## config.mk

```make
export PLATFORM = sky130hd
export DESIGN_NAME = lfec_step
export DESIGN_NICKNAME = d
export VERILOG_FILES = /design/src/sv/lfec_pkg.sv /design/src/sv/lfec_step.sv
export SDC_FILE = /design/constraint.sdc
export NUM_CORES = 1
export LEC_CHECK = 0
export ABC_AREA = 1
export BUFFER_PORTS_ARGS = -buffer_cell sky130_fd_sc_hd__buf_2
export CAP_MARGIN = 20
export CELL_PAD_IN_SITES_DETAIL_PLACEMENT = 1
export CELL_PAD_IN_SITES_GLOBAL_PLACEMENT = 2
export CORE_MARGIN = 8
export CORE_UTILIZATION = 24
export DETAILED_ROUTE_END_ITERATION = 6
export PLACE_DENSITY = 0.77
export SYNTH_ARGS = -nofsm -noshare
export SYNTH_HDL_FRONTEND = slang
export SYNTH_SLANG_ARGS = --single-unit
```

## constraint.sdc

```tcl
create_clock -name vclk -period 5.8
set_input_delay 0.29 -clock vclk [all_inputs]
set_output_delay 0.29 -clock vclk [all_outputs]
set_load 0.05 [all_outputs]
```

## src/sv/lfec_pkg.sv

```systemverilog
package lfec_pkg;

  localparam int SPEED_W = 15;
  localparam int CNT_W   = 16;
  localparam int ERR_W   = 16;
  localparam int MASK_W  = 7;
  localparam int GAIN_W  = 10;
  localparam int PROD_W  = ERR_W + GAIN_W;

  localparam logic [CNT_W-1:0] CNT_MAX = 16'hFFFF;

  typedef enum logic [2:0] {
    REG_MAX_SPEED    = 3'd0,
    REG_TURN_GAIN    = 3'd1,
    REG_HOLD_TICKS   = 3'd2,
    REG_LOST_SEARCH  = 3'd3,
    REG_SEARCH_BASE  = 3'd4,
    REG_SEARCH_DELTA = 3'd5,
    REG_FAULT_STOP   = 3'd6,
    REG_WIDE_COUNT   = 3'd7
  } reg_idx_t;

  typedef enum logic [2:0] {
    MODE_NORMAL       = 3'd0,
    MODE_WIDE         = 3'd1,
    MODE_HOLD         = 3'd2,
    MODE_SEARCH_LEFT  = 3'd3,
    MODE_SEARCH_RIGHT = 3'd4,
    MODE_FAULT        = 3'd5,
    MODE_STOPPED      = 3'd6
  } mode_t;

  typedef enum logic [1:0] {
    SIDE_NONE  = 2'd0,
    SIDE_LEFT  = 2'd1,
    SIDE_RIGHT = 2'd2
  } side_t;

  localparam logic ACT_RUN  = 1'b0;
  localparam logic ACT_STOP = 1'b1;

  typedef struct packed {
    logic [SPEED_W-1:0] max_speed;
    logic [GAIN_W-1:0]  turn_gain;
    logic [CNT_W-1:0]   hold_ticks;
    logic [CNT_W-1:0]   lost_search;
    logic [SPEED_W-1:0] search_base;
    logic [SPEED_W-1:0] search_delta;
    logic [CNT_W-1:0]   fault_stop;
    logic [2:0]         wide_count;
  } cfg_t;

  typedef struct packed {
    logic [CNT_W-1:0]        lost_cnt;
    logic [CNT_W-1:0]        fault_cnt;
    side_t                   side;
    logic signed [ERR_W-1:0] saved_left;
    logic signed [ERR_W-1:0] saved_right;
    logic                    saved_valid;
  } state_t;

  typedef struct packed {
    logic               ok;
    logic [MASK_W-1:0]  mask;
    logic               err_neg;
    logic               err_nz;
    logic [SPEED_W-1:0] base;
    logic [SPEED_W-1:0] lim;
    logic [PROD_W-1:0]  quo;
  } work_t;

  typedef struct packed {
    logic                    action;
    logic signed [ERR_W-1:0] left;
    logic signed [ERR_W-1:0] right;
    mode_t                   mode;
    logic [CNT_W-1:0]        lost;
    logic [CNT_W-1:0]        fault;
  } result_t;

endpackage

```

## src/sv/lfec_step.sv

```systemverilog
module lfec_step #(
  parameter bit DEFAULT_SEARCH_LEFT = 1'b1,
  parameter bit STOP_WHEN_LOST      = 1'b1
) (
  input  lfec_pkg::cfg_t    cfg,
  input  lfec_pkg::state_t  st,
  input  lfec_pkg::work_t   w,
  output lfec_pkg::state_t  st_next,
  output lfec_pkg::result_t res
);
  import lfec_pkg::*;

  function automatic logic signed [ERR_W-1:0] clamp_spd(
    input logic signed [ERR_W+1:0] v,
    input logic [SPEED_W-1:0]      lim
  );
    logic signed [ERR_W+1:0] pl;
    logic signed [ERR_W+1:0] nl;
    logic signed [ERR_W+1:0] r;
    pl = $signed({3'b000, lim});
    nl = -pl;
    if (v > pl) begin
      r = pl;
    end else if (v < nl) begin
      r = nl;
    end else begin
      r = v;
    end
    return r[ERR_W-1:0];
  endfunction

  logic [2:0]              active;
  logic [CNT_W-1:0]        lost_inc;
  logic [CNT_W-1:0]        fault_inc;
  logic [SPEED_W-1:0]      mag;
  logic signed [ERR_W:0]   corr;
  logic signed [ERR_W+1:0] lsum;
  logic signed [ERR_W+1:0] rsum;
  logic signed [ERR_W-1:0] lcl;
  logic signed [ERR_W-1:0] rcl;
  logic [SPEED_W-1:0]      slow;
  logic [SPEED_W:0]        fast_sum;
  logic [SPEED_W-1:0]      fast;
  logic                    go_left;
  logic [CNT_W:0]          search_end;

  always_comb begin
    active = '0;
    for (int i = 0; i < MASK_W; i++) begin
      active = active + {2'b00, w.mask[i]};
    end
  end

  assign lost_inc  = (st.lost_cnt == CNT_MAX) ? st.lost_cnt : st.lost_cnt + 1'b1;
  assign fault_inc = (st.fault_cnt == CNT_MAX) ? st.fault_cnt : st.fault_cnt + 1'b1;

  assign mag  = (w.quo > {{(PROD_W-SPEED_W){1'b0}}, w.lim}) ? w.lim : w.quo[SPEED_W-1:0];
  assign corr = w.err_neg ? -$signed({2'b00, mag}) : $signed({2'b00, mag});
  assign lsum = $signed({3'b000, w.base}) + {corr[ERR_W], corr};
  assign rsum = $signed({3'b000, w.base}) - {corr[ERR_W], corr};
  assign lcl  = clamp_spd(lsum, cfg.max_speed);
  assign rcl  = clamp_spd(rsum, cfg.max_speed);

  assign slow = (cfg.search_base >= cfg.search_delta) ?
                cfg.search_base - cfg.search_delta : '0;
  assign fast_sum = {1'b0, cfg.search_base} + {1'b0, cfg.search_delta};
  assign fast = (fast_sum > {1'b0, cfg.max_speed}) ? cfg.max_speed : fast_sum[SPEED_W-1:0];
  assign go_left = (st.side == SIDE_LEFT) ? 1'b1 :
                   (st.side == SIDE_RIGHT) ? 1'b0 : DEFAULT_SEARCH_LEFT;
  assign search_end = {1'b0, cfg.hold_ticks} + {1'b0, cfg.lost_search};

  always_comb begin
    st_next    = st;
    res.action = ACT_RUN;
    res.left   = '0;
    res.right  = '0;
    res.mode   = MODE_NORMAL;
    if (!w.ok) begin
      st_next.fault_cnt = fault_inc;
      res.mode = MODE_FAULT;
      if (fault_inc < cfg.fault_stop && st.saved_valid) begin
        res.left  = st.saved_left;
        res.right = st.saved_right;
      end else begin
        res.action = ACT_STOP;
      end
    end else begin
      st_next.fault_cnt = '0;
      if (active == 3'd0) begin
        st_next.lost_cnt = lost_inc;
        if (lost_inc <= cfg.hold_ticks) begin
          res.mode = MODE_HOLD;
          if (st.saved_valid) begin
            res.left  = st.saved_left;
            res.right = st.saved_right;
          end
        end else if ({1'b0, lost_inc} <= search_end || !STOP_WHEN_LOST) begin
          if (go_left) begin
            res.left  = $signed({1'b0, slow});
            res.right = $signed({1'b0, fast});
            res.mode  = MODE_SEARCH_LEFT;
          end else begin
            res.left  = $signed({1'b0, fast});
            res.right = $signed({1'b0, slow});
            res.mode  = MODE_SEARCH_RIGHT;
          end
          st_next.saved_left  = res.left;
          st_next.saved_right = res.right;
          st_next.saved_valid = 1'b1;
        end else begin
          res.mode   = MODE_STOPPED;
          res.action = ACT_STOP;
        end
      end else begin
        st_next.lost_cnt = '0;
        if (w.err_neg) begin
          st_next.side = SIDE_LEFT;
        end else if (w.err_nz) begin
          st_next.side = SIDE_RIGHT;
        end
        res.left  = lcl;
        res.right = rcl;
        st_next.saved_left  = lcl;
        st_next.saved_right = rcl;
        st_next.saved_valid = 1'b1;
        res.mode = (active >= cfg.wide_count) ? MODE_WIDE : MODE_NORMAL;
      end
    end
    res.lost  = st_next.lost_cnt;
    res.fault = st_next.fault_cnt;
  end

endmodule
```

==> metrics.md <==
| Metric | Value |
|---|---|
| Die width | about 240 um |
| Sw Ratio | 0.605 |
| CP peak stage delay | around 0.36 ns |
| Worst path bufs/invs | 10 |
| Outcome | finished with violations |
| Grt met2 use | 0.396 |
| Failing checks | negative setup slack |
| Syn Std Cell Area | ~12,000 um^2 |
| Final Cycle Share | 1.11 |
| Synth cell types | 55 |
| Worst path arrival time | 6.17 ns |
| Total Nets Final | around 3,300 |
| Met1 Use GR | 0.277 |
| Worst Setup Start Kind | input port |
| Register area share after synthesis | 0 |
| Setup violations, final | between 60 and 70 |
| HPWL Detailed | about 59,000 um |
| Critical Path RT | 5.51 ns |
| GRT overflow | 0 |
| Die H | roughly 240 um |
| Slew HR | 0.235 |
| Leakage | 10.9 nW |
| Worst hold path type | in2out |
| Delay-heaviest family, CP | simple AND/OR/NAND/NOR gates |
| Final Hold Fails | 0 |
| Crit. End Element | primary output |
| Syn Area/Cell | approximately 5.6 um^2 |
| IO buf count | between 300 and 400 |
| Clkbuf count | 0 |
| Via/cell ratio | a little under 5 |
| Busiest grt layer | met2 |
| Post-CTS Hold Fix Bufs | 0 |
| Actual slew at the worst max-slew pin | between 1 and 1.5 ns |
| First-pass GRT wire length | roughly 110,000 um |
| Drt total wl | approximately 71,000 um |
| Max-cap viol count | 0 |
| DRT iter0 DRCs | ~760 |
| Worst vdd rail ir drop | about 0.065 mV |
| Syn Nets | ~2,700 |
| Tot GR Track Use | 0.222 |
| CP max FO | 8 |
| Max stage delay cell, worst path | or2_4 |
| Fmax | roughly 150 MHz |
| Warnings from Yosys | 0 |
| Io pins | 374 |
| Share of layout cells above drive strength 1 | 0.406 |
| Post-route setup slack | -0.665 ns |
| Grt met3 use | 0.0351 |
| Core area | 51,100 um^2 |
| Num rows | 83 |
| Residual DRC | 0 |
| Non-filler cells, final | between 3,000 and 4,000 |
| Clock share of power | 0 |
| Drt pass-1 iters | 5 |
| Post-Syn Instances | between 2,000 and 2,500 |
| RSZ-0062 raised after global routing | true |
| Seq_cells | 0 |
| GPL Wtd Cong | 0.932 |
| Vias in the first global route | around 18,000 |
| Placed Instances | 3,425 |
| P_sw | ~2.6 mW |
| Slew Limit Fails | 0 |
| Post-DR wirelength/cell | about 20 um |
| Hold WS | between 0.9 and 1 ns |
| P&R area growth vs syn | 67.2% |
| Power per Cell Area | approximately 210 nW/um^2 |
| Worst Setup Path Type | in2out |
| Part of the power in registers | 0 |
| Pin count of the biggest net entering global routing | a little under 50 |
| Register area | 0 um^2 |
| Antenna viol nets, final | 0 |
| Initial antenna violation count | 11 |
| Combinational share of power | 1.000 |
| Via count | 17,314 |
| Tmin final | between 6 and 7 ns |
| Internal | 1.68 mW |
| Most used cell, CP | nand2_4 |
| Die area | between 50,000 and 60,000 um^2 |
| Starting density of the core | 0.242 |
## metal layers
layer,vias up,share of wire
li1,8456,-
met1,8287,0.42
met2,468,0.50
met3,93,0.057
met4,10,0.021
met5,-,0.0011
## path summary, 6_finish.rpt
kind	start	endpoint	slack (ns)	depth (start not counted)
setup / recovery	w[39]	res[59]	-0.66	46
hold / removal	st[9]	st_next[9]	0.96	4
## repair_timing
action,in CTS,in global routing
pin swaps,146,140
endpoints found under the setup margin,64,64
gates cloned,8,0
gates resized for setup,444,227
buffers inserted,48,25
## logic make-up (layout without fill, tap and decap cells)
logic type      after synthesis  in the layout  synth area share
compound gates              391            391             0.179
xor+xnor                    101            101            0.0716
fa+ha+maj                   234            234             0.242
buf+inv                     457           1074             0.153
mux                           1              1          0.000911
other cells                   0              5                 0
simple gates               1020           1024             0.353
## cell usage in the layout, fill, tap and decap left out, types with 6 or more instances in the layout
master | netlist | layout
buf_8 | 0 | 38
inv_4 | 0 | 6
a21oi_1 | 156 | 127
a21oi_2 | 2 | 27
a31oi_1 | 14 | 8
buf_6 | 4 | 64
buf_2 | 15 | 285
nor2_4 | 0 | 16
nand2_2 | 11 | 85
nor4_1 | 11 | 9
fa_1 | 9 | 7
inv_1 | 356 | 319
o211ai_1 | 17 | 17
nor3_1 | 42 | 39
buf_12 | 0 | 16
a211oi_1 | 11 | 10
o22ai_1 | 19 | 19
nand2_1 | 565 | 444
ha_1 | 225 | 187
o21ai_2 | 0 | 32
o21ai_0 | 116 | 75
nand4_1 | 20 | 20
nor2_1 | 153 | 124
xor2_2 | 0 | 15
nand3_2 | 3 | 41
xor2_1 | 89 | 72
ha_4 | 0 | 38
o21ai_1 | 12 | 16
nand3_4 | 0 | 23
nor2_2 | 2 | 15
nand2_8 | 0 | 10
nand3_1 | 178 | 117
nand2_4 | 4 | 45
buf_4 | 33 | 305
nand3b_1 | 18 | 18
xnor2_1 | 12 | 12
inv_2 | 1 | 30
## synth_stat cells, drive strengths merged (7+ instances only)
cell	number	area, um^2
nand2	580	2230
inv	357	1340
ha	225	2820
nand3	181	921
a21oi	158	798
nor2	155	587
o21ai	128	641
xor2	89	780
buf	54	375
nor3	42	210
clkbuf	41	154
nand4	20	125
o22ai	19	119
nand3b	18	135
o211ai	17	128
a31oi	15	100
xnor2	12	105
a211oi	11	82.6
nor4	11	68.8
fa	9	180
a21boi	8	60.1
or2	7	43.8
## cell type report
| type | instances | area (um^2) |
|---|---|---|
| fillers | 6581 | 30400 |
| multi-input cells | 1751 | 13000 |
| repair buffers | 709 | 5360 |
| inverters | 362 | 1400 |
| well taps | 680 | 851 |
| repair inverters | 3 | 41.3 |
| diodes | 5 | 12.5 |
## power by group through the flow
stage                     registers [mW]  logic [mW]  clock network [mW]
after floorplan                        0        2.03                   0
after global placement                 0        3.27                   0
after detailed placement               0        3.35                   0
after CTS                              0        3.90                   0
after global routing                   0        4.54        0.0000000926
final                                  0        4.25         0.000000116
## metrics by stage
step | setup slack, ns | power, mW | cell area [um^2] | util | TNS, ns
final | -0.665 | 4.25 | 20700 | 0.404 | -33.65
after global routing | -1.02 | 4.54 | 20700 | 0.404 | -57.11
after CTS | -0.526 | 3.90 | 19500 | 0.382 | -28.05
after detailed placement | -1.35 | 3.35 | 17200 | 0.337 | -79.13
after global placement | -1.15 | 3.27 | 17200 | 0.337 | -67.60
after floorplan | -0.134 | 2.03 | 12900 | - | -3.43
(Power assumes the default switching activity.)
